==> src/rtl/core/rte_pkg.sv <==
// shared types, codes and reset values of the retransmit timer engine
package rte_pkg;

   // sizes
   localparam int SLOTS_DEF = 16;
   localparam int SLOT_W    = 8;
   localparam int Q_DEPTH   = 2;
   localparam int CSR_AW    = 5;

   // item operations
   localparam logic [1:0] OP_TRACK  = 2'd0;
   localparam logic [1:0] OP_ACK    = 2'd1;
   localparam logic [1:0] OP_CANCEL = 2'd2;
   localparam logic [1:0] OP_TICK   = 2'd3;

   // result kinds
   localparam logic [2:0] K_DONE   = 3'd0;
   localparam logic [2:0] K_ACC    = 3'd1;
   localparam logic [2:0] K_REJ    = 3'd2;
   localparam logic [2:0] K_TRS    = 3'd3;
   localparam logic [2:0] K_FRS    = 3'd4;
   localparam logic [2:0] K_GIVEUP = 3'd5;

   // slot phases
   localparam logic [1:0] PH_IDLE = 2'd0;
   localparam logic [1:0] PH_WAIT = 2'd1;
   localparam logic [1:0] PH_FAIL = 2'd2;

   // register indexes
   localparam logic [2:0] REG_INIT_TO = 3'd0;
   localparam logic [2:0] REG_MIN_TO  = 3'd1;
   localparam logic [2:0] REG_MAX_TO  = 3'd2;
   localparam logic [2:0] REG_DUP_THR = 3'd3;
   localparam logic [2:0] REG_RETRY   = 3'd4;
   localparam logic [2:0] REG_MAX_LEN = 3'd5;

   // register reset values
   localparam logic [31:0] RST_INIT_TO = 32'd1000;
   localparam logic [31:0] RST_MIN_TO  = 32'd200;
   localparam logic [31:0] RST_MAX_TO  = 32'd60000;
   localparam logic [7:0]  RST_DUP_THR = 8'd3;
   localparam logic [7:0]  RST_RETRY   = 8'd5;
   localparam logic [15:0] RST_MAX_LEN = 16'd1500;

   typedef struct packed {
      logic [1:0]  op;
      logic [7:0]  slot;
      logic [31:0] seq_num;
      logic [15:0] seg_len;
      logic [31:0] ack_num;
   } req_type;

   typedef struct packed {
      logic [2:0]  kind;
      logic [7:0]  out_slot;
      logic [31:0] out_seq;
      logic [15:0] out_len;
      logic [31:0] out_timeout;
      logic [15:0] in_flight;
      logic [31:0] resend_total;
      logic [31:0] abandon_total;
      logic        last;
   } rsp_type;

   typedef struct packed {
      logic [31:0] init_to;
      logic [31:0] min_to;
      logic [31:0] max_to;
      logic [7:0]  dup_thr;
      logic [7:0]  retry_lim;
      logic [15:0] max_len;
   } cfg_type;

   typedef struct packed {
      req_type req;
      logic    in_range;
   } cmd_type;

   typedef struct packed {
      logic [1:0]  phase;
      logic [31:0] seq;
      logic [15:0] len;
      logic [31:0] start;
      logic [7:0]  retries;
      logic        resent;
      logic [7:0]  dup;
      logic [31:0] timeout;
      logic [31:0] srtt;
      logic [31:0] rttvar;
      logic [31:0] last_ack;
   } slot_type;

endpackage

==> src/rtl/core/rte_csr.sv <==
// configuration registers behind the apb-style port
module rte_csr (
   input  logic                       clock,
   input  logic                       reset,
   input  logic                       psel,
   input  logic                       penable,
   input  logic                       pwrite,
   input  logic [rte_pkg::CSR_AW-1:0] paddr,
   input  logic [31:0]                pwdata,
   output logic [31:0]                prdata,
   output logic                       pready,
   output rte_pkg::cfg_type           cfg
);
   import rte_pkg::*;

   cfg_type    cfg_ff, cfg_in;
   logic [2:0] idx;
   logic       wr_en;

   assign idx    = paddr[CSR_AW-1:2];
   assign wr_en  = psel && penable && pwrite;
   assign pready = 1'b1;
   assign cfg    = cfg_ff;

   // register write
   always_comb begin
      cfg_in = cfg_ff;
      if (wr_en) begin
         case (idx)
            REG_INIT_TO: cfg_in.init_to   = pwdata;
            REG_MIN_TO:  cfg_in.min_to    = pwdata;
            REG_MAX_TO:  cfg_in.max_to    = pwdata;
            REG_DUP_THR: cfg_in.dup_thr   = pwdata[7:0];
            REG_RETRY:   cfg_in.retry_lim = pwdata[7:0];
            REG_MAX_LEN: cfg_in.max_len   = pwdata[15:0];
            default:     cfg_in = cfg_ff;
         endcase
      end
   end

   // register read
   always_comb begin
      case (idx)
         REG_INIT_TO: prdata = cfg_ff.init_to;
         REG_MIN_TO:  prdata = cfg_ff.min_to;
         REG_MAX_TO:  prdata = cfg_ff.max_to;
         REG_DUP_THR: prdata = {24'd0, cfg_ff.dup_thr};
         REG_RETRY:   prdata = {24'd0, cfg_ff.retry_lim};
         REG_MAX_LEN: prdata = {16'd0, cfg_ff.max_len};
         default:     prdata = '0;
      endcase
   end

   always_ff @(posedge clock) begin
      if (reset) begin
         cfg_ff.init_to   <= RST_INIT_TO;
         cfg_ff.min_to    <= RST_MIN_TO;
         cfg_ff.max_to    <= RST_MAX_TO;
         cfg_ff.dup_thr   <= RST_DUP_THR;
         cfg_ff.retry_lim <= RST_RETRY;
         cfg_ff.max_len   <= RST_MAX_LEN;
      end else begin
         cfg_ff <= cfg_in;
      end
   end

endmodule

==> config.mk <==
export PLATFORM = sky130hd
export DESIGN_NAME = rte_csr
export DESIGN_NICKNAME = d
export VERILOG_FILES = /design/src/rtl/core/rte_pkg.sv /design/src/rtl/core/rte_csr.sv
export SDC_FILE = /design/constraint.sdc
export NUM_CORES = 1
export LEC_CHECK = 0
export BUFFER_PORTS_ARGS = -buffer_cell sky130_fd_sc_hd__buf_2
export CORE_MARGIN = 10
export CORE_UTILIZATION = 45
export CTS_BUF_LIST = sky130_fd_sc_hd__clkbuf_2 sky130_fd_sc_hd__clkbuf_4 sky130_fd_sc_hd__clkbuf_8
export DETAILED_ROUTE_END_ITERATION = 7
export GPL_ROUTABILITY_DRIVEN = 0
export PLACE_DENSITY = 0.72
export SLEW_MARGIN = 20
export SYNTH_ARGS = -nofsm -noshare
export SYNTH_HDL_FRONTEND = slang
export SYNTH_SLANG_ARGS = --single-unit
==> constraint.sdc <==
create_clock -name clock -period 1.6 [get_ports clock]
set_input_delay 0.24 -clock clock [delete_from_list [all_inputs] [get_ports clock]]
set_output_delay 0.24 -clock clock [all_outputs]
set_load 0.1 [all_outputs]
==> flow_metrics.py <==
metrics = {
    "power": {
        "intPower_mw": 4.93,
        "peakVddDrop_v": 0.000547,
        "share_comb_of_total_power": 0.186,
        "p_sw_frac": 0.294,
        "sequentialPowerShare": 0.451,
        "power_density_nw_per_um2": 703,
        "clkPwrFrac": 0.363,
        "switchingPower_mw": 2.05,
        "p_leak_nw": 4.48,
    },
    "setup_path": {
        "critPathArrivalTime_ps": 1680,
        "crit_start": "cfg[31]$_SDFFE_PP0P_",
        "cp_data_required_time_ps": 1360,
        "timing.rr.start": "cfg[85]$_SDFFE_PP0P_",
        "path_max_fanout": 2,
        "slowest_stage": "mux4_2",
        "critPathLaunchType": "register",
        "path_cells": "mux4_2, a22o_4, buf_12",
        "endpoint_kind": "output pin",
        "worstSetupPathType": "reg -> out",
        "max_stage_delay_ps": 490,
    },
    "floorplanning": {
        "num_io_pins": 203,
        "die_w_um": 138,
        "die_area_um2": 18900,
        "design.core.area_um2": 13400,
        "fp.dieH_um": 138,
        "initial_core_util": 0.464,
        "fp-row-count": 42,
    },
    "global_route": {
        "grt_util_all_layers": 0.232,
        "grt_start_max_net_pins": 62,
        "grt_pass1_vias": 6268,
        "grt_pass1_wl_mm": 34.4,
        "grt-ovfl-total": 0,
        "antenna_found_initial": 0,
    },
    "place": {
        "dpl.cell_count": 1027,
        "dp_hpwl_mm": 15.3,
        "post-place-ws_ps": -255,
        "io_buffers": 199,
    },
    "sta": {
        "fin_crit_sh": 1.20,
        "final.setup_skew_ps": 0,
        "rsz0062_at_grt": "true",
        "slew_viol_final": 0,
        "slew_headroom": 0.649,
        "worstMarginPinSlew_ps": 530,
        "fin_crit_ps": 1920,
        "setup_viol_count_final": 32,
        "finalWorstSetupSlack_ps": -324,
        "clock.fmax_ghz": 0.520,
        "hold_viol": 0,
        "holdWs_ps": 66.5,
    },
    "clocking": {
        "clock_sinks": 128,
        "cts_root_buffer": "clkbuf_8",
        "cts_buffer_depth": 2,
        "numCtsBuffers": 17,
        "cts.clk_slew.worst_paths_ps": 70,
        "h-tree-depth": 4,
        "insertion_delay_ps": 450,
        "cts_tree": "built",
    },
    "routing": {
        "routed.top_layer": "met4",
        "drc": 0,
        "dr_wl_met3_mm": 1.78,
        "routed_wl_mm": 22.8,
        "first_pass_iters": 5,
        "via_count": 6025,
        "avgRoutedWirePerCell_um": 20.6,
        "viasPerCell": 5.44,
        "met1_length_mm": 9.08,
        "drtAntennaViolNets": 0,
        "drt_iter0_markers": 403,
        "met2_length_mm": 11.4,
    },
    "final_layout": {
        "fin_util": 0.742,
        "fin_cells": 1107,
        "n_fill_cell": 884,
        "drive_above_1_share": 0.583,
        "num-nets-final": 960,
        "largest_register_ff_count": 128,
        "antennaDiodeCount": 0,
        "area_growth_pct": 59.8,
    },
    "logic_synthesis": {
        "synthTopCellsByCount": "dfxtp_1, mux2i_1, nand2b_1",
        "ys_ff_latch": 128,
        "synth_edf_count": 0,
        "avgSynthCellArea_um2": 9.35,
        "ys_async_sr_fraction": 0,
        "synth_top_area_frac": 0.412,
        "synth_warnings": 0,
        "ys_types": 40,
        "synth_nets": 707,
        "ys.flop_type": "dfxtp_1",
        "synth-seq-area-share": 0.412,
        "yosys.area.top_type": "dfxtp_1",
        "syn_inst": 665,
        "syn_area_um2": 6220,
        "synth.most_common_cell": "dfxtp_1",
        "ys_top_cells_by_area": "dfxtp_1, mux2i_1, nand2b_1",
    },
    "min_path": {
        "hold_path.class": "in -> reg",
        "hp-start": "pwdata[15]",
    },
    "job": {
        "max_cap_viol_count": 0,
    },
    "status": {
        "violations": "negative setup slack",
        "status": "complete, but fails checks",
    },
}
-- through the flow --
stage | TNS (ps) | area [µm²] | power, mW
3_5_place_dp | -5540 | 8830 | 4.38
4_1_cts | -3430 | 9710 | 6.99
3_3_place_gp | -3990 | 8830 | 4.36
6_report | -2850 | 9940 | 6.99
5_1_grt | -4640 | 9940 | 7.23
2_1_floorplan | -1200 | 7050 | 4.05
-- power by group through the flow --
stage / Combinational, mW / Sequential (mW) / Clock (mW)
final: 1.30 / 3.15 / 2.53
after global routing: 1.36 / 3.15 / 2.73
after CTS: 1.26 / 3.15 / 2.58
after detailed placement: 1.16 / 3.22 / 0
after global placement: 1.14 / 3.22 / 0
after floorplan: 0.659 / 3.39 / 0
-- layout make-up --
| class | count | area (µm²) | area share |
|---|---|---|---|
| clock buffer | 26 | 327 | 0.0329 |
| timing repair buffer | 293 | 2530 | 0.255 |
| clock inverter | 6 | 31.3 | 0.00315 |
| tap | 176 | 220 | 0.0222 |
| sequential | 128 | 2860 | 0.287 |
| multi-input combinational | 477 | 3970 | 0.399 |
| inverter | 1 | 3.75 | 0.000378 |
-- layout by cell type (no fill, tap or decap), types with 5 or more instances in the layout --
| cell | n |
|---|---|
| nor2_4 | 17 |
| buf_6 | 5 |
| nor2_1 | 43 |
| mux2i_1 | 103 |
| buf_2 | 149 |
| a2bb2oi_2 | 14 |
| clkbuf_8 | 21 |
| o2bb2ai_1 | 5 |
| mux2i_2 | 7 |
| dfxtp_4 | 53 |
| nand2b_1 | 90 |
| clkinv_2 | 5 |
| buf_12 | 48 |
| mux2_4 | 7 |
| buf_4 | 72 |
| a22o_4 | 9 |
| dfxtp_2 | 75 |
| clkbuf_4 | 19 |
| nor2b_1 | 44 |
| o21ai_0 | 87 |
-- worst paths after layout --
check                          endpoint  depth (start not counted)  slack [ps]
setup / recovery              prdata[7]                          3        -320
hold / removal     cfg[47]$_SDFFE_PP1P_                          3          70
setup reg to reg   cfg[85]$_SDFFE_PP0P_                          4         710
hold reg to reg   cfg[109]$_SDFFE_PP0P_                          2         480
-- critical path: cells and delay by family, from the launching register on --
kind,cells,cell delay (ps)
DFF,1,330
AOI/OAI and AO/OA,1,240
muxes,1,490
buffers and inverters,1,160
-- timing repair --
action / 4_1_cts / 5_1_grt
setup buffers: 35 / 9
cloned: 3 / 1
pin swaps: 26 / 8
setup endpoints to repair: 32 / 46
hold buffers: 0 / 0
resized for setup: 41 / 32
-- kinds of logic after synthesis --
group / Yosys count / share of synthesized area
flops: 128 / 0.412
mux: 124 / 0.204
compound gates: 138 / 0.138
simple gates: 214 / 0.198
buf+inv: 60 / 0.0473
other cells: 1 / 0.000603
-- layer usage --
layer / GRT usage / up-vias
li1: - / 2828
met1: 0.263 / 2917
met2: 0.396 / 233
met3: 0.0739 / 47
met4: 0.0913 / 0
met5: 0 / -
Power figures use the tool's default switching activity.
