===== config.mk =====
export PLATFORM = sky130hd
export DESIGN_NAME = rte_fifo
export DESIGN_NICKNAME = d
export VERILOG_FILES = /design/src/rtl/core/rte_pkg.sv /design/src/rtl/core/rte_fifo.sv
export SDC_FILE = /design/constraint.sdc
export NUM_CORES = 1
export LEC_CHECK = 0
export BUFFER_PORTS_ARGS = -buffer_cell sky130_fd_sc_hd__buf_2
export CORE_MARGIN = 2
export CORE_UTILIZATION = 39
export CTS_CLUSTER_SIZE = 20
export DETAILED_ROUTE_END_ITERATION = 10
export PLACE_DENSITY = 0.7
export SYNTH_ARGS = -nofsm -noshare
export SYNTH_HDL_FRONTEND = slang
export SYNTH_SLANG_ARGS = --single-unit

===== constraint.sdc =====
create_clock -name clock -period 1.7 [get_ports clock]
set_input_delay 0.17 -clock clock [delete_from_list [all_inputs] [get_ports clock]]
set_output_delay 0.17 -clock clock [all_outputs]
set_load 0.01 [all_outputs]

===== src/rtl/core/rte_pkg.sv =====
// shared types, codes and reset values of the retransmit timer engine
package rte_pkg;

   // sizes
   localparam int SLOTS_DEF = 16;
   localparam int SLOT_W    = 8;
   localparam int Q_DEPTH   = 2;
   localparam int CSR_AW    = 5;

   // item operations
   localparam logic [1:0] OP_TRACK  = 2'd0;
   localparam logic [1:0] OP_ACK    = 2'd1;
   localparam logic [1:0] OP_CANCEL = 2'd2;
   localparam logic [1:0] OP_TICK   = 2'd3;

   // result kinds
   localparam logic [2:0] K_DONE   = 3'd0;
   localparam logic [2:0] K_ACC    = 3'd1;
   localparam logic [2:0] K_REJ    = 3'd2;
   localparam logic [2:0] K_TRS    = 3'd3;
   localparam logic [2:0] K_FRS    = 3'd4;
   localparam logic [2:0] K_GIVEUP = 3'd5;

   // slot phases
   localparam logic [1:0] PH_IDLE = 2'd0;
   localparam logic [1:0] PH_WAIT = 2'd1;
   localparam logic [1:0] PH_FAIL = 2'd2;

   // register indexes
   localparam logic [2:0] REG_INIT_TO = 3'd0;
   localparam logic [2:0] REG_MIN_TO  = 3'd1;
   localparam logic [2:0] REG_MAX_TO  = 3'd2;
   localparam logic [2:0] REG_DUP_THR = 3'd3;
   localparam logic [2:0] REG_RETRY   = 3'd4;
   localparam logic [2:0] REG_MAX_LEN = 3'd5;

   // register reset values
   localparam logic [31:0] RST_INIT_TO = 32'd1000;
   localparam logic [31:0] RST_MIN_TO  = 32'd200;
   localparam logic [31:0] RST_MAX_TO  = 32'd60000;
   localparam logic [7:0]  RST_DUP_THR = 8'd3;
   localparam logic [7:0]  RST_RETRY   = 8'd5;
   localparam logic [15:0] RST_MAX_LEN = 16'd1500;

   typedef struct packed {
      logic [1:0]  op;
      logic [7:0]  slot;
      logic [31:0] seq_num;
      logic [15:0] seg_len;
      logic [31:0] ack_num;
   } req_type;

   typedef struct packed {
      logic [2:0]  kind;
      logic [7:0]  out_slot;
      logic [31:0] out_seq;
      logic [15:0] out_len;
      logic [31:0] out_timeout;
      logic [15:0] in_flight;
      logic [31:0] resend_total;
      logic [31:0] abandon_total;
      logic        last;
   } rsp_type;

   typedef struct packed {
      logic [31:0] init_to;
      logic [31:0] min_to;
      logic [31:0] max_to;
      logic [7:0]  dup_thr;
      logic [7:0]  retry_lim;
      logic [15:0] max_len;
   } cfg_type;

   typedef struct packed {
      req_type req;
      logic    in_range;
   } cmd_type;

   typedef struct packed {
      logic [1:0]  phase;
      logic [31:0] seq;
      logic [15:0] len;
      logic [31:0] start;
      logic [7:0]  retries;
      logic        resent;
      logic [7:0]  dup;
      logic [31:0] timeout;
      logic [31:0] srtt;
      logic [31:0] rttvar;
      logic [31:0] last_ack;
   } slot_type;

endpackage


===== src/rtl/core/rte_fifo.sv =====
// small first-in first-out queue
module rte_fifo #(
   parameter int WIDTH = 8,
   parameter int DEPTH = rte_pkg::Q_DEPTH
) (
   input  logic             clock,
   input  logic             reset,
   input  logic             push,
   input  logic [WIDTH-1:0] wdata,
   output logic             full,
   input  logic             pop,
   output logic [WIDTH-1:0] rdata,
   output logic             empty
);
   localparam int PW = (DEPTH > 1) ? $clog2(DEPTH) : 1;

   logic [WIDTH-1:0] mem_ff [DEPTH];
   logic [PW-1:0]    wr_ptr_ff, wr_ptr_in;
   logic [PW-1:0]    rd_ptr_ff, rd_ptr_in;
   logic [PW:0]      cnt_ff, cnt_in;
   logic             do_push, do_pop;

   // status and handshakes
   assign full    = (cnt_ff == (PW+1)'(DEPTH));
   assign empty   = (cnt_ff == '0);
   assign do_push = push && !full;
   assign do_pop  = pop && !empty;
   assign rdata   = mem_ff[rd_ptr_ff];

   // pointer and count update
   always_comb begin
      wr_ptr_in = wr_ptr_ff;
      rd_ptr_in = rd_ptr_ff;
      cnt_in    = cnt_ff;
      if (do_push) begin
         wr_ptr_in = (wr_ptr_ff == PW'(DEPTH-1)) ? '0 : wr_ptr_ff + 1'b1;
      end
      if (do_pop) begin
         rd_ptr_in = (rd_ptr_ff == PW'(DEPTH-1)) ? '0 : rd_ptr_ff + 1'b1;
      end
      if (do_push && !do_pop) begin
         cnt_in = cnt_ff + 1'b1;
      end else if (!do_push && do_pop) begin
         cnt_in = cnt_ff - 1'b1;
      end
   end

   always_ff @(posedge clock) begin
      if (reset) begin
         wr_ptr_ff <= '0;
         rd_ptr_ff <= '0;
         cnt_ff    <= '0;
      end else begin
         wr_ptr_ff <= wr_ptr_in;
         rd_ptr_ff <= rd_ptr_in;
         cnt_ff    <= cnt_in;
      end
   end

   // storage
   always_ff @(posedge clock) begin
      if (do_push) begin
         mem_ff[wr_ptr_ff] <= wdata;
      end
   end

endmodule


==> results of run 1 <==
[cells in the mapped netlist]
master,instances,area share
a21oi_1,2,0.013
and2_1,1,0.0079
buf_2,1,0.0063
dfxtp_1,5,0.13
edfxtp_1,16,0.61
ha_1,1,0.016
inv_1,2,0.0095
mux2_2,8,0.11
nor2_1,5,0.024
nor2b_2,1,0.011
o21ai_0,3,0.019
or3_1,2,0.016
xor2_1,3,0.033
[worst reg2reg max path, stage by stage, from the launching register on]
cell and delay, ps:
dfxtp_1 400, nor2b_2 210, nor2_1 80, ha_1 310, or3_1 370, a21oi_1 140
[through the flow]
stage | worst slack, ps | instances | total power, mW
final | 129 | 101 | 1.34
after global routing | 36.3 | 101 | 1.45
after CTS | 142 | 101 | 1.36
after detailed placement | 157 | 97 | 1.14
after global placement | 214 | 97 | 1.12
after floorplan | 208 | 50 | 1.00
[power by group through the flow]
stage / Sequential [mW] / Combinational [mW] / Clock [mW]
5_1_grt: 0.735 / 0.457 / 0.255
3_5_place_dp: 0.735 / 0.404 / 0
4_1_cts: 0.724 / 0.408 / 0.233
3_3_place_gp: 0.730 / 0.395 / 0
6_report: 0.722 / 0.401 / 0.219
2_1_floorplan: 0.699 / 0.303 / 0
[flip-flops by register name (all words and copies together), names as in the netlist, named ones only]
register	cells
cnt_ff	2
wr_ptr_ff	1
rd_ptr_ff	1
mem_ff	16
[per-layer routing]
metal  wire length [um]  up-vias  track usage
li1                   -      232            -
met1                520      225        0.140
met2                599       14        0.189
met3                 67        2       0.0307
met4                 10        0       0.0571
met5                  0        -            0
[path summary, 6_finish.rpt]
| check | startpoint | cells past startpoint | endpoint |
|---|---|---|---|
| min | wdata[6] | 1 | mem_ff[0][6] |
| max reg2reg | cnt_ff[1] | 5 | cnt_ff[1] |
| min reg2reg | wr_ptr_ff | 2 | wr_ptr_ff |
| max | cnt_ff[1] | 5 | cnt_ff[1] |
[kinds of logic after synthesis]
group / Yosys count
flops: 21
xor+xnor: 3
buf+inv: 3
compound gates: 5
simple gates: 9
mux: 8
fa+ha+maj: 1
[cell type report]
type	instances	area, um2
Fill cell	191	988
Sequential cell	21	581
Tap cell	27	33.8
Timing Repair Buffer	21	105
Inverter	2	7.51
Clock buffer	4	26.3
Multi-Input combinational cell	26	200
==> metrics.yaml, run 1 <==
path_class: "register to register"
die_w_um: 49.1
start_util: 0.409
fin_worst_skew_ps: 2.10
r2r_slack_ps: 130
max_freq_mhz: 637
antenna_found_initial: 0
clockBufferDepth: 2
slew_viol_final: 0
synth_top_family_by_area: "multiplexers"
muxShareOfSynthArea: 0.114
switchingPower_mw: 0.395
endpoint_kind: "register"
p_int_mw: 0.947
placed_area_um2: 927
grtUsageTotal: 0.115
synthXorXnorAreaFrac: 0.0331
hold_slack_ps: 65.5
post_cts_buffers: 0
firstDrtPassIters: 3
htree_levels: 1
p_leak_nw: 0.378
clk_pin_slew_ps: 100
insertion_delay_ps: 280
powerDensity_nw_per_um2: 1410
synth-seq-cells: 21
seq_power_share: 0.538
cts_buffers: 3
pin_count: 22
drc_errors: 0
cp_slowest_stage_delay_ps: 400
gr-total-overflow: 0
drive_gt1_frac: 0.446
post-route-util: 0.491
ys_types: 13
max_cap_violations: 0
final_area_um2: 953
relSlewSlack: 0.737
avgSynthCellArea_um2: 15.9
setup_viol: 0
port_buffers: 21
clkPwrFrac: 0.163
via_count: 473
via_per_inst: 4.68
period_needed_ps: 1570
path_buf_inv: 0
hp-class: "input pin to register"
detail-route-antenna-nets: 0
die_area_um2: 2410
synth.net_count: 63
antenna_cells: 0
critPathSlowestCell: "dfxtp_1"
synth_warnings: 0
tightest_slew_ps: 395
synth-seq-area-share: 0.732
worstPathArrival_ps: 1800
cp_max_fo: 5
path_cells: "nor2b_2, nor2_1, ha_1, or3_1, a21oi_1"
num_rows: 16
grt_pass1_wl_um: 2040
nNetsFinal: 88
grt_max_degree: 12
globalplace.congestion: 0.676
synth_fa_ha_area_frac: 0.0158
cts_hold_buffers: 0
cp_top_family: "simple AND/OR/NAND/NOR gates"
synth-compound-area-share: 0.0315
hold_viol_final: 0
tns_ps: 0
combinationalPowerShare: 0.299
ctsResizeCount: 0
die_h_um: 49.1
wl_um: 1200
p_sw_frac: 0.294
cts_root_buffer: "clkbuf_4"
vdd_drop_max_mv: 0.658
crit_required_ps: 1920
drt_iter0_drc: 6
start_kind: "register"
final_common_cell: "buf_2"
grt_setup_unrepaired: "false"
clock_sinks: 21
areaGrowthSynthToFinish_pct: 20.2
fin_crit_sh: 0.924
coreArea_um2: 1940
grt_pass1_vias: 450
status: "complete, no violations"
final_cell_mix: "21 x buf_2, 16 x edfxtp_1, 8 x mux2_2"
syn_inst: 50
synth-simple-area-share: 0.0584
cts_tree: "built"
syn_area_um2: 793
wire_per_inst_um: 11.9
No activity file was read; power rests on OpenSTA's default activity.
==> inputs of run 2 (changes only) <==
--- a/config.mk
+++ b/config.mk
@@ -6,7 +6,7 @@
 export NUM_CORES = 1
 export LEC_CHECK = 0
 export BUFFER_PORTS_ARGS = -buffer_cell sky130_fd_sc_hd__buf_2
-export CORE_MARGIN = 2
+export CORE_MARGIN = 8
 export CORE_UTILIZATION = 39
 export CTS_CLUSTER_SIZE = 20
 export DETAILED_ROUTE_END_ITERATION = 10
==> run 2 against run 1 <==
Power is 0.78% higher. Final area stayed put. Combinational power is 1% higher. Maximum frequency is 1.0% higher. Sequential cell count stayed put. Hold slack better by 2.1 ps. Critical path type unchanged. Critical endpoint unchanged. Highest routed layer is now met3.
==> metrics.yaml, run 2 (same netlist as run 1, synthesis figures left out) <==
status: "complete, no violations"
rr_worst_depth: 4  # -1
r2r_end: "cnt_ff[1]"
setup_viol: 0  # unchanged
detail-route-antenna-nets: 0  # unchanged
critPathSlowestCell: "dfxtp_1"
clk_pin_slew_ps: 110  # about the same
pin_count: 22  # unchanged
via_count: 459  # -3.0%
max_cap_violations: 0  # unchanged
antenna_found_initial: 0  # unchanged
relSlewSlack: 0.749  # +0.0130
drc_errors: 0  # unchanged
grtUsageTotal: 0.0847  # -0.0307
vdd_drop_max_mv: 0.762  # +16%
start_util: 0.409  # unchanged
via_per_inst: 4.54  # -3.0%
die_area_um2: 3730  # +55%
fin_crit_sh: 0.915  # -0.00956
globalplace.congestion: 0.637  # -5.8%
clock_sinks: 21  # unchanged
areaGrowthSynthToFinish_pct: 20.2  # unchanged
cp_max_fo: 5  # unchanged
min_to: "mem_ff[0][1]"
regMostFlops: "mem_ff"
ctsResizeCount: 0  # unchanged
slew_viol_final: 0  # unchanged
grt_pass1_wl_um: 2310  # +13%
grt_pass1_vias: 519  # +15%
cts_tree: "built"
coreArea_um2: 1940  # unchanged
endpoint_kind: "register"
hold_viol_final: 0  # unchanged
drive_gt1_frac: 0.446  # unchanged
port_buffers: 21  # unchanged
r2r-start: "cnt_ff[0]"
start_kind: "register"
cts_hold_buffers: 0  # unchanged
dp_hpwl_um: 1050
cp_top_family: "compound AO/OA/AOI/OAI gates"
r2r_slack_ps: 150  # +20 ps
path_cells: "o21ai_0, ha_1, or3_1, a21oi_1"
min_path_cells: 1  # unchanged
wl_um: 1360  # +14%
reg_top3: "mem_ff (16), cnt_ff (2)"
powerDensity_nw_per_um2: 1420  # +0.78%
insertion_delay_ps: 290  # about the same
grt_max_degree: 12  # unchanged
wire_per_inst_um: 13.5  # +14%
period_needed_ps: 1550  # -16.3 ps
tightest_slew_ps: 376  # -19.4 ps
cp_slowest_stage_delay_ps: 380  # -20 ps
antenna_cells: 0  # unchanged
largest_reg_flops: 16  # unchanged
clockBufferDepth: 2  # unchanged
worstPathArrival_ps: 1780  # -20 ps
tns_ps: 0  # unchanged
power_mw: 1.35  # +0.78%
hold_slack_ps: 67.6  # +2.07 ps
gr-total-overflow: 0  # unchanged
path_buf_inv: 0  # unchanged
post-route-util: 0.491  # unchanged
crit_required_ps: 1930  # about the same
p_leak_nw: 0.378  # unchanged
die_h_um: 61.1  # +24%
post_cts_buffers: 0  # unchanged
hp-class: "input pin to register"
fin_worst_skew_ps: 2.63  # +0.527 ps
firstDrtPassIters: 1  # -2
path_class: "register to register"
drt_iter0_drc: 0  # -6
num_rows: 16  # unchanged
max_freq_mhz: 643  # +1.0%
cts_buffers: 3  # unchanged
final_common_cell: "buf_2"
cts_root_buffer: "clkbuf_4"
final_cell_mix: "21 x buf_2, 16 x edfxtp_1, 8 x mux2_2"
htree_levels: 1  # unchanged
die_w_um: 61.1  # +24%
grt_setup_unrepaired: "false"
min_from: "wdata[1]"
nNetsFinal: 88  # unchanged
-- run 2: worst max path at each step --
stage,startpoint,endpoint,cells after the start
6_report,cnt_ff[0],cnt_ff[1],4
5_1_grt,cnt_ff[0],cnt_ff[1],4
4_1_cts,cnt_ff[0],cnt_ff[1],4
3_5_place_dp,cnt_ff[0],cnt_ff[1],4
3_3_place_gp,cnt_ff[0],cnt_ff[1],4
2_1_floorplan,cnt_ff[1],cnt_ff[1],5
-- run 2: stage by stage --
stage          setup slack [ps]  area, um2  std cells
2_1_floorplan               208        793         50
3_3_place_gp                210        927         97
3_5_place_dp                160        927         97
4_1_cts                     134        953        101
5_1_grt                    17.3        953        101
6_report                    145        953        101
-- run 2: area by class of cell --
cell class                 count  area [um2]
fill                         183         988
tap                           27        33.8
clock buffer                   4        26.3
inverter                       2        7.51
timing repair buffer          21         105
multi-input combinational     26         200
sequential                    21         581
-- run 2: per-layer routing --
layer  up-vias  global-route usage  share of wire  wire (um)
li1        229                   -              -          -
met1       215              0.0888           0.39        533
met2        15               0.145           0.50        687
met3         0              0.0397           0.11        144
met4         0              0.0299              0          0
met5         -                   0              0          0
-- run 2: power by group --
| part | internal (mW) | switching, mW |
|---|---|---|
| logic | 0.201 | 0.205 |
| clock network | 0.0911 | 0.133 |
| registers | 0.655 | 0.0674 |
==> inputs of run 3 (changes only) <==
--- a/config.mk
+++ b/config.mk
@@ -10,6 +10,7 @@
 export CORE_UTILIZATION = 39
 export CTS_CLUSTER_SIZE = 20
 export DETAILED_ROUTE_END_ITERATION = 10
+export MAX_ROUTING_LAYER = met4
 export PLACE_DENSITY = 0.7
 export SYNTH_ARGS = -nofsm -noshare
 export SYNTH_HDL_FRONTEND = slang
==> run 3 against run 2 <==
Clock-buffer cell count unchanged. Via count is 0.22% higher. Non-clock buffer count unchanged. Highest routed layer unchanged.
==> metrics.yaml, run 3 (same netlist as run 1, synthesis figures left out) <==
crit_required_ps: 1930  # about the same
dp_hpwl_um: 1050  # unchanged
ctsResizeCount: 0  # unchanged
nNetsFinal: 88  # unchanged
start_kind: "register"
fin_crit_sh: 0.915  # about the same
globalplace.congestion: 0.642  # +0.82%
hp-class: "input pin to register"
final_cell_mix: "21 x buf_2, 16 x edfxtp_1, 8 x mux2_2"
grt_busiest_layer: "met2"
hold_viol_final: 0  # unchanged
cts_hold_buffers: 0  # unchanged
grt_pass1_wl_um: 2310  # unchanged
antenna_cells: 0  # unchanged
wire_per_inst_um: 13.5  # +0.22%
tns_ps: 0  # unchanged
drt_iter0_drc: 0  # unchanged
die_area_um2: 3730  # unchanged
htree_levels: 1  # unchanged
wl_um: 1370  # +0.22%
endpoint_kind: "register"
die_w_um: 61.1  # unchanged
regMostFlops: "mem_ff"
post_cts_buffers: 0  # unchanged
final_common_cell: "buf_2"
status: "complete, no violations"
detail-route-antenna-nets: 0  # unchanged
post-route-util: 0.491  # unchanged
grt_pass1_vias: 519  # unchanged
grtUsageTotal: 0.0871  # +0.00240
power_mw: 1.35  # about the same
met2_usage: 0.145  # unchanged
coreArea_um2: 1940  # unchanged
worstPathArrival_ps: 1790  # about the same
largest_reg_flops: 16  # unchanged
max_freq_mhz: 643  # about the same
cts_tree: "built"
hold_slack_ps: 67.4  # -0.222 ps
clockBufferDepth: 2  # unchanged
period_needed_ps: 1560  # +1.37 ps
drc_errors: 0  # unchanged
port_buffers: 21  # unchanged
slew_viol_final: 0  # unchanged
path_class: "register to register"
insertion_delay_ps: 290  # about the same
min_path_cells: 1  # unchanged
relSlewSlack: 0.749  # about the same
pre_cts_ws_ps: 160  # unchanged
areaGrowthSynthToFinish_pct: 20.2  # unchanged
cts_root_buffer: "clkbuf_4"
pin_count: 22  # unchanged
vdd_drop_max_mv: 0.760  # -0.18%
cts_buffers: 3  # unchanged
gr-total-overflow: 0  # unchanged
grt_max_degree: 12  # unchanged
via_count: 460  # +0.22%
clock_sinks: 21  # unchanged
antenna_found_initial: 0  # unchanged
die_h_um: 61.1  # unchanged
reg_top3: "mem_ff (16), cnt_ff (2)"
num_rows: 16  # unchanged
rr_worst_depth: 4  # unchanged
via_per_inst: 4.55  # +0.22%
grt_use_met1: 0.0962  # +0.00740
grt_use_met3: 0.0271  # -0.0125
powerDensity_nw_per_um2: 1420  # about the same
grt_setup_unrepaired: "false"
cp_max_fo: 5  # unchanged
max_cap_violations: 0  # unchanged
fin_worst_skew_ps: 2.82  # +0.192 ps
drive_gt1_frac: 0.446  # unchanged
finalWorstSetupSlack_ps: 144  # -1.37 ps
p_leak_nw: 0.378  # unchanged
clk_pin_slew_ps: 110  # about the same
setup_viol: 0  # unchanged
tightest_slew_ps: 376  # +0.00191 ps
start_util: 0.409  # unchanged
firstDrtPassIters: 1  # unchanged
## run 3: cell counts in the layout (fill, tap and decap cells not counted)
Identical to the previous run, type by type.
## run 3: critical path, cell delays in order (launching register included)
cell and delay [ps]:
dfxtp_1 380, o21ai_0 300, ha_1 310, or3_1 370, a21oi_1 140
## run 3: final timing paths
check | end | slack (ps) | start
min reg2reg | wr_ptr_ff | 510 | wr_ptr_ff
min | mem_ff[0][1] | 70 | wdata[1]
max | cnt_ff[1] | 140 | cnt_ff[0]
max reg2reg | cnt_ff[1] | 140 | cnt_ff[0]
## run 3: where the power goes
part           internal, mW  switching [mW]  total, mW
combinational         0.201           0.204      0.406
sequential            0.655          0.0677      0.723
clock                0.0911           0.133      0.225
total                 0.947           0.405       1.35
## run 3: per-stage QoR
stage / area (um2) / std cells
2_1_floorplan: 793 / 50
3_3_place_gp: 927 / 97
3_5_place_dp: 927 / 97
4_1_cts: 953 / 101
5_1_grt: 953 / 101
6_report: 953 / 101
## run 3: area by class of cell
class / instances / area [um2]
Clock buffer: 4 / 26.3
Sequential cell: 21 / 581
Tap cell: 27 / 33.8
Fill cell: 183 / 988
Timing Repair Buffer: 21 / 105
Multi-Input combinational cell: 26 / 200
Inverter: 2 / 7.51
## run 3: metal layers
layer	vias to the layer above	wire length, um	part of all wire
li1	229	-	-
met2	15	688	0.50
met5	-	0	0
met1	216	582	0.43
met4	0	0	0
met3	0	96	0.070
