`config.mk`:
```
export PLATFORM = sky130hd
export DESIGN_NAME = rte_front
export DESIGN_NICKNAME = d
export VERILOG_FILES = /design/src/rtl/core/rte_pkg.sv /design/src/rtl/core/rte_fifo.sv /design/src/rtl/core/rte_front.sv
export SDC_FILE = /design/constraint.sdc
export NUM_CORES = 1
export LEC_CHECK = 0
export CAP_MARGIN = 20
export CORE_MARGIN = 2
export CORE_UTILIZATION = 40
export CTS_BUF_LIST = sky130_fd_sc_hd__clkbuf_8 sky130_fd_sc_hd__clkbuf_16
export DETAILED_ROUTE_END_ITERATION = 12
export DONT_BUFFER_PORTS = 1
export SETUP_SLACK_MARGIN = 0.15
export SKIP_LAST_GASP = 1
export SYNTH_ARGS = -nofsm -noshare
export SYNTH_HDL_FRONTEND = slang
export SYNTH_SLANG_ARGS = --single-unit
```
`constraint.sdc`:
```
create_clock -name clock -period 4.6 [get_ports clock]
set_clock_uncertainty 0.2 [all_clocks]
set_input_delay 0.69 -clock clock [delete_from_list [all_inputs] [get_ports clock]]
set_output_delay 0.69 -clock clock [all_outputs]
set_load 0.02 [all_outputs]
```
`src/rtl/core/rte_pkg.sv`:
```
// shared types, codes and reset values of the retransmit timer engine
package rte_pkg;

   // sizes
   localparam int SLOTS_DEF = 16;
   localparam int SLOT_W    = 8;
   localparam int Q_DEPTH   = 2;
   localparam int CSR_AW    = 5;

   // item operations
   localparam logic [1:0] OP_TRACK  = 2'd0;
   localparam logic [1:0] OP_ACK    = 2'd1;
   localparam logic [1:0] OP_CANCEL = 2'd2;
   localparam logic [1:0] OP_TICK   = 2'd3;

   // result kinds
   localparam logic [2:0] K_DONE   = 3'd0;
   localparam logic [2:0] K_ACC    = 3'd1;
   localparam logic [2:0] K_REJ    = 3'd2;
   localparam logic [2:0] K_TRS    = 3'd3;
   localparam logic [2:0] K_FRS    = 3'd4;
   localparam logic [2:0] K_GIVEUP = 3'd5;

   // slot phases
   localparam logic [1:0] PH_IDLE = 2'd0;
   localparam logic [1:0] PH_WAIT = 2'd1;
   localparam logic [1:0] PH_FAIL = 2'd2;

   // register indexes
   localparam logic [2:0] REG_INIT_TO = 3'd0;
   localparam logic [2:0] REG_MIN_TO  = 3'd1;
   localparam logic [2:0] REG_MAX_TO  = 3'd2;
   localparam logic [2:0] REG_DUP_THR = 3'd3;
   localparam logic [2:0] REG_RETRY   = 3'd4;
   localparam logic [2:0] REG_MAX_LEN = 3'd5;

   // register reset values
   localparam logic [31:0] RST_INIT_TO = 32'd1000;
   localparam logic [31:0] RST_MIN_TO  = 32'd200;
   localparam logic [31:0] RST_MAX_TO  = 32'd60000;
   localparam logic [7:0]  RST_DUP_THR = 8'd3;
   localparam logic [7:0]  RST_RETRY   = 8'd5;
   localparam logic [15:0] RST_MAX_LEN = 16'd1500;

   typedef struct packed {
      logic [1:0]  op;
      logic [7:0]  slot;
      logic [31:0] seq_num;
      logic [15:0] seg_len;
      logic [31:0] ack_num;
   } req_type;

   typedef struct packed {
      logic [2:0]  kind;
      logic [7:0]  out_slot;
      logic [31:0] out_seq;
      logic [15:0] out_len;
      logic [31:0] out_timeout;
      logic [15:0] in_flight;
      logic [31:0] resend_total;
      logic [31:0] abandon_total;
      logic        last;
   } rsp_type;

   typedef struct packed {
      logic [31:0] init_to;
      logic [31:0] min_to;
      logic [31:0] max_to;
      logic [7:0]  dup_thr;
      logic [7:0]  retry_lim;
      logic [15:0] max_len;
   } cfg_type;

   typedef struct packed {
      req_type req;
      logic    in_range;
   } cmd_type;

   typedef struct packed {
      logic [1:0]  phase;
      logic [31:0] seq;
      logic [15:0] len;
      logic [31:0] start;
      logic [7:0]  retries;
      logic        resent;
      logic [7:0]  dup;
      logic [31:0] timeout;
      logic [31:0] srtt;
      logic [31:0] rttvar;
      logic [31:0] last_ack;
   } slot_type;

endpackage

```
`src/rtl/core/rte_fifo.sv`:
```
// small first-in first-out queue
module rte_fifo #(
   parameter int WIDTH = 8,
   parameter int DEPTH = rte_pkg::Q_DEPTH
) (
   input  logic             clock,
   input  logic             reset,
   input  logic             push,
   input  logic [WIDTH-1:0] wdata,
   output logic             full,
   input  logic             pop,
   output logic [WIDTH-1:0] rdata,
   output logic             empty
);
   localparam int PW = (DEPTH > 1) ? $clog2(DEPTH) : 1;

   logic [WIDTH-1:0] mem_ff [DEPTH];
   logic [PW-1:0]    wr_ptr_ff, wr_ptr_in;
   logic [PW-1:0]    rd_ptr_ff, rd_ptr_in;
   logic [PW:0]      cnt_ff, cnt_in;
   logic             do_push, do_pop;

   // status and handshakes
   assign full    = (cnt_ff == (PW+1)'(DEPTH));
   assign empty   = (cnt_ff == '0);
   assign do_push = push && !full;
   assign do_pop  = pop && !empty;
   assign rdata   = mem_ff[rd_ptr_ff];

   // pointer and count update
   always_comb begin
      wr_ptr_in = wr_ptr_ff;
      rd_ptr_in = rd_ptr_ff;
      cnt_in    = cnt_ff;
      if (do_push) begin
         wr_ptr_in = (wr_ptr_ff == PW'(DEPTH-1)) ? '0 : wr_ptr_ff + 1'b1;
      end
      if (do_pop) begin
         rd_ptr_in = (rd_ptr_ff == PW'(DEPTH-1)) ? '0 : rd_ptr_ff + 1'b1;
      end
      if (do_push && !do_pop) begin
         cnt_in = cnt_ff + 1'b1;
      end else if (!do_push && do_pop) begin
         cnt_in = cnt_ff - 1'b1;
      end
   end

   always_ff @(posedge clock) begin
      if (reset) begin
         wr_ptr_ff <= '0;
         rd_ptr_ff <= '0;
         cnt_ff    <= '0;
      end else begin
         wr_ptr_ff <= wr_ptr_in;
         rd_ptr_ff <= rd_ptr_in;
         cnt_ff    <= cnt_in;
      end
   end

   // storage
   always_ff @(posedge clock) begin
      if (do_push) begin
         mem_ff[wr_ptr_ff] <= wdata;
      end
   end

endmodule

```
`src/rtl/core/rte_front.sv`:
```
// front end: accepts items, tags the slot range and queues them for the back end
module rte_front #(
   parameter int SLOTS = rte_pkg::SLOTS_DEF
) (
   input  logic             clock,
   input  logic             reset,
   input  logic             push,
   input  rte_pkg::req_type req_data,
   output logic             full,
   output rte_pkg::cmd_type cmd,
   output logic             cmd_valid,
   input  logic             cmd_pop
);
   import rte_pkg::*;

   cmd_type                cmd_wr;
   logic [$bits(cmd_type)-1:0] cmd_raw;
   logic                   cmd_empty;

   // classify the item
   always_comb begin
      cmd_wr.req      = req_data;
      cmd_wr.in_range = (req_data.slot < SLOT_W'(SLOTS));
   end

   // command queue
   rte_fifo #(
      .WIDTH ($bits(cmd_type)),
      .DEPTH (Q_DEPTH)
   ) u_cmd_q (
      .clock (clock),
      .reset (reset),
      .push  (push),
      .wdata (cmd_wr),
      .full  (full),
      .pop   (cmd_pop),
      .rdata (cmd_raw),
      .empty (cmd_empty)
   );

   assign cmd       = cmd_type'(cmd_raw);
   assign cmd_valid = !cmd_empty;

endmodule

```
==> flow_summary.json, run 1 <==
{
  "endpoint_kind": "output port",
  "routabilityCongestion": 0.650,
  "synth_xor_area_share_pct": 0.387,
  "maxCapViolations": 0,
  "met3_length_um": 1380,
  "gr-total-overflow": 0,
  "setup_viol": 0,
  "synth_warnings": 0,
  "crit_fanout": 76,
  "finalSetupTns_ns": 0,
  "die-area_um2": 18000,
  "ant_nets": 0,
  "clk_path_buf_depth": 2,
  "synth_area_um2": 6790,
  "layout-drive-gt1-share_pct": 38.1,
  "post-cts-setup-buffer-count": 0,
  "cts_buffers": 17,
  "ys_ff_latch": 187,
  "worst_ep_arrival_time_ns": 2.25,
  "peakVddDrop_uv": 248,
  "htree_levels": 4,
  "post_cts_resized": 0,
  "worstSetupPathType": "flip-flop to output port",
  "seq_area_frac_synth_pct": 82.0,
  "viasPerCell": 4.99,
  "path_cells": "buf_4, mux2_2",
  "syn_inst": 309,
  "syn_nets": 404,
  "core_um2": 16600,
  "fin_ws_ns": 1.46,
  "start_kind": "flip-flop",
  "clkPwrFrac_pct": 29.0,
  "synth_top_family_by_area": "multiplexers",
  "tightest_slew_ns": 1.02,
  "rows": 47,
  "ys_types": 16,
  "dpl_worst_slack_ns": 1.82,
  "routed-via-count": 2776,
  "grt_setup_unrepaired": "false",
  "slew_viol_final": 0,
  "synthSimpleGateAreaFrac_pct": 0.811,
  "drt-met1-wl_um": 4190,
  "synth_fa_ha_area_share_pct": 0.184,
  "pwr-share-comb_pct": 21.2,
  "syn_to_final_growth_pct": 11.5,
  "insertion_delay_ns": 0.41,
  "antenna_found_initial": 0,
  "fp.dieH_um": 134,
  "clock-sinks": 187,
  "path_clk_slew_ns": 0.06,
  "cts_hold_buffers": 0,
  "grt_usage_pct": 12.7,
  "hold_start": "reset",
  "sequentialPowerShare_pct": 49.8,
  "fmax_mhz": 319,
  "top_layer": "met4",
  "cts_tree": "done",
  "yosysTopAreaCellShare_pct": 80.5,
  "intPower_mw": 3.21,
  "critical_path.max_stage_delay_ns": 1.01,
  "drt_pass1_iterations": 4,
  "synthMuxAreaShare_pct": 15.1,
  "power.density_nw_per_um2": 605,
  "die_x_um": 134,
  "syn_area_per_cell_um2": 22.0,
  "drtIter0Drc": 154,
  "place_area_um2": 7040,
  "wl_um": 11300,
  "fill_cells": 1420,
  "synth_top_cell_by_area": "edfxtp_1",
  "grt_pass1_wl_um": 16800,
  "grt_max_degree": 77,
  "design.portCount": 187,
  "total_leakage_power_nw": 2.44,
  "route.met2.wl_um": 5590,
  "critPathRequiredTime_ns": 3.71,
  "synth-compound-area-share_pct": 0.369,
  "cts_root_buf": "clkbuf_16",
  "period_minus_slack_ns": 3.14,
  "status": "finished, final reports clean",
  "hold_viol": 0,
  "grt_pass1_vias": 3024,
  "antennaDiodeCount": 0,
  "synthTopCellsByArea": "edfxtp_1 81%, mux2_2 15%, dfxtp_1 1.5%, buf_4 1.0%, xor2_1 0.39%",
  "reg2reg_from": "u_cmd_q.cnt_ff[0]",
  "slew_headroom_pct": 32.1,
  "switchingPower_mw": 1.37,
  "period_share_pct": 68.2,
  "hp-class": "input port to flip-flop",
  "multiInputGateArea_um2": 1150,
  "regArea_um2": 5570,
  "final_util_pct": 45.7,
  "wire_per_inst_um": 20.4,
  "drc": 0,
  "finalInstanceArea_um2": 7570,
  "fin_hold_ws_ns": 0.132,
  "port_buffers": 0,
  "nNetsFinal": 418,
  "worst_path_max_delay_cell": "dfxtp_4",
  "switching_share_pct": 30.0,
  "hpwl_um": 6990,
  "start_util_pct": 40.9
}
==> stage by stage <==
step / cells / power, mW
floorplan: 309 / 3.18
global placement: 524 / 3.30
detailed placement: 524 / 3.32
CTS: 556 / 4.66
global route: 556 / 4.78
finish: 556 / 4.58
==> synthesized netlist by cell type (all sizes together) <==
master,count
a21oi,2
or3,2
nor2,4
dfxtp,5
ha,1
inv,2
buf,10
or2,1
mux2,91
o21ai,3
nor2b,1
edfxtp,182
xor2,3
and2,1
nor4,1
==> sequential cells by signal, indices dropped and copies added, names as in the netlist, named ones only <==
| signal | count |
|---|---|
| u_cmd_q.rd_ptr_ff | 1 |
| u_cmd_q.cnt_ff | 2 |
| u_cmd_q.wr_ptr_ff | 1 |
| u_cmd_q.mem_ff | 182 |
==> placed cells by master (no fill, tap or decap), drive strengths merged <==
cell | netlist | layout
edfxtp | 182 | 182
mux2 | 91 | 91
clkbuf | 0 | 17
clkinv | 0 | 9
inv | 2 | 7
buf | 10 | 5
dfxtp | 5 | 5
nor2 | 4 | 4
o21ai | 3 | 3
xor2 | 3 | 3
or3 | 2 | 2
a21oi | 2 | 2
nor2b | 1 | 1
or2 | 1 | 1
and2 | 1 | 1
nor4 | 1 | 1
ha | 1 | 1
bufinv | 0 | 1
==> per-layer routing <==
| metal | track usage (%) | up-vias |
|---|---|---|
| met3 | 7.41 | 12 |
| li1 | - | 1246 |
| met5 | 0 | - |
| met4 | 5.09 | 0 |
| met1 | 13.7 | 1398 |
| met2 | 20.4 | 120 |
==> worst max-delay path, delay by kind of cell, from the launching register on <==
family | cells | cell delay (ns)
flip-flops | 1 | 1.01
buffers and inverters | 1 | 0.38
multiplexers | 1 | 0.43
==> final cells by class <==
type	count	area share [%]
Multi-Input combinational cell	110	15.1
Timing Repair Buffer	5	0.496
Inverter	2	0.116
Clock inverter	15	1.44
Clock buffer	17	5.62
Tap cell	220	3.64
Sequential cell	187	73.6
==> logic make-up after synthesis <==
family                     count (synthesis)
xor gates and xnor gates                   3
buffers and inverters                     12
AOI/OAI and AO/OA                          5
DFF                                      187
and+or+nand+nor                           10
muxes                                     91
adders and majority gates                  1
==> path summary, 6_finish.rpt <==
check	slack, ns	end	depth (start not counted)
hold / removal	0.13	flip-flop	1
hold reg to reg	0.29	u_cmd_q.wr_ptr_ff	2
setup / recovery	1.46	cmd[75]	2
setup reg to reg	2.31	u_cmd_q.mem_ff[1][24]	4
==> power by group through the flow <==
stage / logic (mW) / clock network (mW) / registers, mW
global route: 1.03 / 1.43 / 2.32
floorplan: 0.947 / 0 / 2.23
finish: 0.970 / 1.33 / 2.28
global placement: 0.980 / 0 / 2.32
CTS: 0.994 / 1.37 / 2.29
detailed placement: 0.988 / 0 / 2.33
Note: power is estimated with default switching activity, not from simulation.
==> run 2: changes to the inputs <==
clock period = 3 ns   (was 4.6 ns; I/O delays follow)
==> run 2 against run 1 <==
Hold slack worse by 0.082 ns. Cell count rose by 17%. Die area unchanged. First-iteration DRC count up 17%. Combinational power is 80% higher. Clock-buffer cell count grew 3. Design area grew 13%. Register-to-register slack worse by 1.4 ns. Global-route usage up 0.78 points. Sequential power increased by 50%. Critical endpoint is now cmd[37]. Largest power group unchanged.
==> flow_summary.json, run 2 (same netlist as run 1, synthesis figures left out) <==
{
  "status": "finished, final reports clean",
  "power.density_nw_per_um2": 844,
  "worstSetupPathType": "flip-flop to output port",
  "fin_hold_ws_ns": 0.0502,
  "path_cells": "buf_4, mux2_2",
  "final_util_pct": 51.7,
  "gr-total-overflow": 0,
  "endpoint_kind": "output port",
  "period_share_pct": 85.1,
  "syn_to_final_growth_pct": 26.4,
  "layout-drive-gt1-share_pct": 30.8,
  "peakVddDrop_uv": 416,
  "cts_buffers": 17,
  "nNetsFinal": 514,
  "worst_ep_arrival_time_ns": 1.90,
  "setup_viol": 0,
  "drtIter0Drc": 180,
  "hp-class": "input port to flip-flop",
  "insertion_delay_ns": 0.41,
  "grt_setup_unrepaired": "false",
  "rows": 47,
  "switchingPower_mw": 2.14,
  "post-cts-setup-buffer-count": 0,
  "drt_pass1_iterations": 4,
  "fin_ws_ns": 0.448,
  "hpwl_um": 7640,
  "die-area_um2": 18000,
  "start_util_pct": 40.9,
  "cts_root_buf": "clkbuf_16",
  "crit_fanout": 33,
  "critical_path.max_stage_delay_ns": 0.65,
  "finalSetupTns_ns": 0,
  "pwr-share-comb_pct": 24.1,
  "die_x_um": 134,
  "slew_headroom_pct": 65.7,
  "hold_viol": 0,
  "period_minus_slack_ns": 2.55,
  "dp.cells": 529,
  "met3_length_um": 989,
  "port_buffers": 0,
  "grt_pass1_wl_um": 18100,
  "grt_max_degree": 55,
  "viasPerCell": 4.83,
  "grt_pass1_vias": 3362,
  "drt-met1-wl_um": 4670,
  "antenna_found_initial": 0,
  "clk_path_buf_depth": 2,
  "path_clk_slew_ns": 0.06,
  "grt_usage_pct": 13.5,
  "start_kind": "flip-flop",
  "critPathRequiredTime_ns": 2.35,
  "route.met2.wl_um": 6120,
  "top_layer": "met4",
  "fmax_mhz": 392,
  "core_um2": 16600,
  "wire_per_inst_um": 18.4,
  "tightest_slew_ns": 0.514,
  "total_leakage_power_nw": 2.86,
  "antennaDiodeCount": 0,
  "cts_tree": "done",
  "sequentialPowerShare_pct": 47.4,
  "maxCapViolations": 0,
  "drc": 0,
  "largest_reg_flops": 182,
  "slew_viol_final": 0,
  "max_flop_register": "u_cmd_q.mem_ff",
  "intPower_mw": 5.10,
  "routabilityCongestion": 0.708,
  "dpl_worst_slack_ns": 0.846,
  "clkPwrFrac_pct": 28.5,
  "reg.largest.list": "u_cmd_q.mem_ff (182), u_cmd_q.cnt_ff (2)",
  "htree_levels": 4,
  "ant_nets": 0,
  "layout_common_cells": "182 x edfxtp_1, 91 x mux2_2, 91 x dlygate4sd3_1",
  "wl_um": 12000,
  "switching_share_pct": 29.6,
  "final_common_cell": "edfxtp_1",
  "clock-sinks": 187,
  "final_cell_count_no_fill": 652,
  "worst_path_max_delay_cell": "dfxtp_4",
  "design.portCount": 187,
  "fp.dieH_um": 134,
  "routed-via-count": 3149
}
run 2: area by class of cell:
type / instances / area, µm²
Clock buffer: 20 / 467
Multi-Input combinational cell: 110 / 1150
Tap cell: 220 / 275
Fill cell: 1340 / 8000
Timing Repair Buffer: 101 / 1020
Clock inverter: 12 / 87.6
Inverter: 2 / 11.3
Sequential cell: 187 / 5570
run 2: critical path, delay by kind of cell, from the launching register on:
kind     cells  cell delay (ns)
buf+inv      1             0.37
flops        1             0.65
mux          1             0.44
run 2: worst paths after layout:
kind,from,cells past startpoint,end,slack (ns)
worst min register to register,u_cmd_q.wr_ptr_ff,2,u_cmd_q.wr_ptr_ff,0.31
worst min-delay path,req_data[85],1,u_cmd_q.mem_ff[0][0],0.05
worst max-delay path,flip-flop,2,cmd[37],0.45
worst max register to register,u_cmd_q.cnt_ff[0],4,u_cmd_q.mem_ff[0][53],0.89
run 2: per-stage QoR:
stage / instance area (µm²) / power (mW)
final: 8580 / 7.24
after floorplan: 6790 / 4.86
after global placement: 7110 / 5.11
after detailed placement: 7110 / 5.14
after CTS: 8580 / 7.33
after global routing: 8580 / 7.55
run 2: repair_timing:
item	in CTS	in global routing
gates resized for setup	0	0
hold buffers	91	0
hold endpoints to repair	185	0
setup endpoints to repair	0	0
run 2: metal layers:
metal  vias to the layer above  GRT usage, %
li1                       1443             -
met3                        18          5.67
met2                       124          22.5
met5                         -             0
met1                      1564          15.1
met4                         0          5.85
run 2: power groups by stage:
stage / logic [mW] / clock network, mW / registers [mW]
2_1_floorplan: 1.46 / 0 / 3.40
5_1_grt: 1.86 / 2.23 / 3.47
3_5_place_dp: 1.65 / 0 / 3.49
6_report: 1.75 / 2.06 / 3.43
3_3_place_gp: 1.63 / 0 / 3.47
4_1_cts: 1.77 / 2.13 / 3.44
==> run 3: changes to the inputs <==
CTS_BUF_LIST = sky130_fd_sc_hd__clkbuf_8   (was sky130_fd_sc_hd__clkbuf_8 sky130_fd_sc_hd__clkbuf_16)
==> run 3 against run 2 <==
Maximum frequency shrank 1.6%. Clock-buffer cell count is the same. Global-route usage is essentially flat. Cell count is the same. Critical path depth is the same. Largest power group unchanged. Register-to-register slack is essentially flat. Sequential power is essentially flat. Via count shrank 0.16%. Power shrank 7.6%. Sequential share of layout area grew 1.5 points. Non-clock buffer count is the same.
==> flow_summary.json, run 3 (same netlist as run 1, synthesis figures left out) <==
{
  "status": "finished, final reports clean",
  "largest_reg_flops": 182,
  "insertion_delay_ns": 0.43,
  "finalInstanceArea_um2": 8390,
  "grt_pass1_vias": 3318,
  "intPower_mw": 4.61,
  "gr-total-overflow": 0,
  "final_util_pct": 50.6,
  "hold_start": "push",
  "grt_pass1_wl_um": 18000,
  "whs_path_depth": 3,
  "power.density_nw_per_um2": 797,
  "worst_ep_arrival_time_ns": 1.94,
  "tightest_slew_ns": 0.505,
  "cts_tree": "done",
  "reg2reg_from": "u_cmd_q.cnt_ff[0]",
  "slew_viol_final": 0,
  "total_leakage_power_nw": 2.77,
  "fp.dieH_um": 134,
  "grt_setup_unrepaired": "false",
  "routabilityCongestion": 0.708,
  "path_clk_slew_ns": 0.09,
  "core_um2": 16600,
  "viasPerCell": 4.82,
  "max_flop_register": "u_cmd_q.mem_ff",
  "critical_path.max_stage_delay_ns": 0.66,
  "syn_to_final_growth_pct": 23.6,
  "clkPwrFrac_pct": 22.7,
  "grt_usage_pct": 13.4,
  "start_util_pct": 40.9,
  "die-area_um2": 18000,
  "hold_viol": 0,
  "switchingPower_mw": 2.08,
  "die_x_um": 134,
  "hpwl_um": 7640,
  "layout-drive-gt1-share_pct": 30.8,
  "final_common_cell": "edfxtp_1",
  "rows": 47,
  "post_cts_resized": 0,
  "drt_pass1_iterations": 4,
  "worst_path_max_delay_cell": "dfxtp_4",
  "finalSetupTns_ns": 0,
  "period_share_pct": 86.4,
  "cts_root_buf": "clkbuf_8",
  "reg.largest.list": "u_cmd_q.mem_ff (182), u_cmd_q.cnt_ff (2)",
  "reg2regPathDepth": 4,
  "endpoint_kind": "output port",
  "pwr-share-comb_pct": 26.1,
  "drc": 0,
  "layout_common_cells": "182 x edfxtp_1, 91 x mux2_2, 91 x dlygate4sd3_1",
  "wire_per_inst_um": 18.3,
  "nNetsFinal": 514,
  "regToRegSetupSlack_ns": 0.90,
  "port_buffers": 0,
  "antennaDiodeCount": 0,
  "slew_headroom_pct": 66.3,
  "clk_path_buf_depth": 2,
  "antenna_found_initial": 0,
  "switching_share_pct": 31.1,
  "critPathRequiredTime_ns": 2.35,
  "wl_um": 12000,
  "clock-sinks": 187,
  "fmax_mhz": 386,
  "routed-via-count": 3144,
  "worstSetupPathType": "flip-flop to output port",
  "ant_nets": 0,
  "hp-class": "input port to flip-flop",
  "period_minus_slack_ns": 2.59,
  "sequentialPowerShare_pct": 51.2,
  "path_cells": "buf_4, mux2_2",
  "r2r-end": "u_cmd_q.mem_ff[0][53]",
  "crit_fanout": 33,
  "design.portCount": 187,
  "drtIter0Drc": 190,
  "htree_levels": 4,
  "start_kind": "flip-flop",
  "place_area_um2": 7110,
  "critPathCapture": "cmd[37]",
  "cts_buffers": 17,
  "peakVddDrop_uv": 517,
  "setup_viol": 0,
  "grt_max_degree": 55,
  "maxCapViolations": 0
}
[run 3: power by group through the flow]
stage | registers (mW) | logic [mW] | clock network [mW]
after floorplan | 3.40 | 1.46 | 0
after CTS | 3.43 | 1.77 | 1.57
final | 3.42 | 1.75 | 1.52
after global routing | 3.46 | 1.86 | 1.67
after global placement | 3.47 | 1.63 | 0
after detailed placement | 3.49 | 1.65 | 0
[run 3: through the flow]
step | setup slack [ns] | hold WS [ns] | cells | power, mW
6_report | 0.407 | 0.111 | 652 | 6.69
5_1_grt | 0.281 | 0.147 | 652 | 6.99
4_1_cts | 0.333 | 0.0747 | 652 | 6.77
3_5_place_dp | 0.846 | 0.276 | 529 | 5.14
3_3_place_gp | 0.889 | 0.269 | 529 | 5.11
2_1_floorplan | 0.230 | 0.252 | 309 | 4.86
[run 3: worst min-delay path by stage]
stage                         to  slack (ns)
2_1_floorplan  u_cmd_q.wr_ptr_ff        0.25
3_3_place_gp   u_cmd_q.wr_ptr_ff        0.27
4_1_cts        u_cmd_q.wr_ptr_ff        0.07
3_5_place_dp   u_cmd_q.wr_ptr_ff        0.28
5_1_grt        u_cmd_q.wr_ptr_ff        0.15
6_report       u_cmd_q.wr_ptr_ff        0.11
[run 3: repair_timing]
item                       in CTS  in global routing
setup endpoints to repair       0                  0
buffers inserted                0                  0
hold buffers                   91                  0
hold endpoints to repair      187                  0
[run 3: layer usage]
metal  global-route usage (%)  vias to the layer above  share of wire [%]
li1                         -                     1441                  -
met1                     15.3                     1558                 40
met2                     22.2                      127                 50
met3                     5.86                       18                8.4
met4                     5.67                        0                1.8
met5                        0                        -                  0
[run 3: area by class of cell]
cell class                      instances  area, µm²
Fill cell                            1364       8200
Timing Repair Buffer                  101       1020
Clock inverter                         12       87.6
Inverter                                2       11.3
Multi-Input combinational cell        110       1150
Tap cell                              220        275
Sequential cell                       187       5570
Clock buffer                           20        275
[run 3: worst max-delay path, delay by kind of cell, from the launching register on]
family                 cells  cell delay (ns)
DFF                        1             0.66
muxes                      1             0.44
buffers and inverters      1             0.37
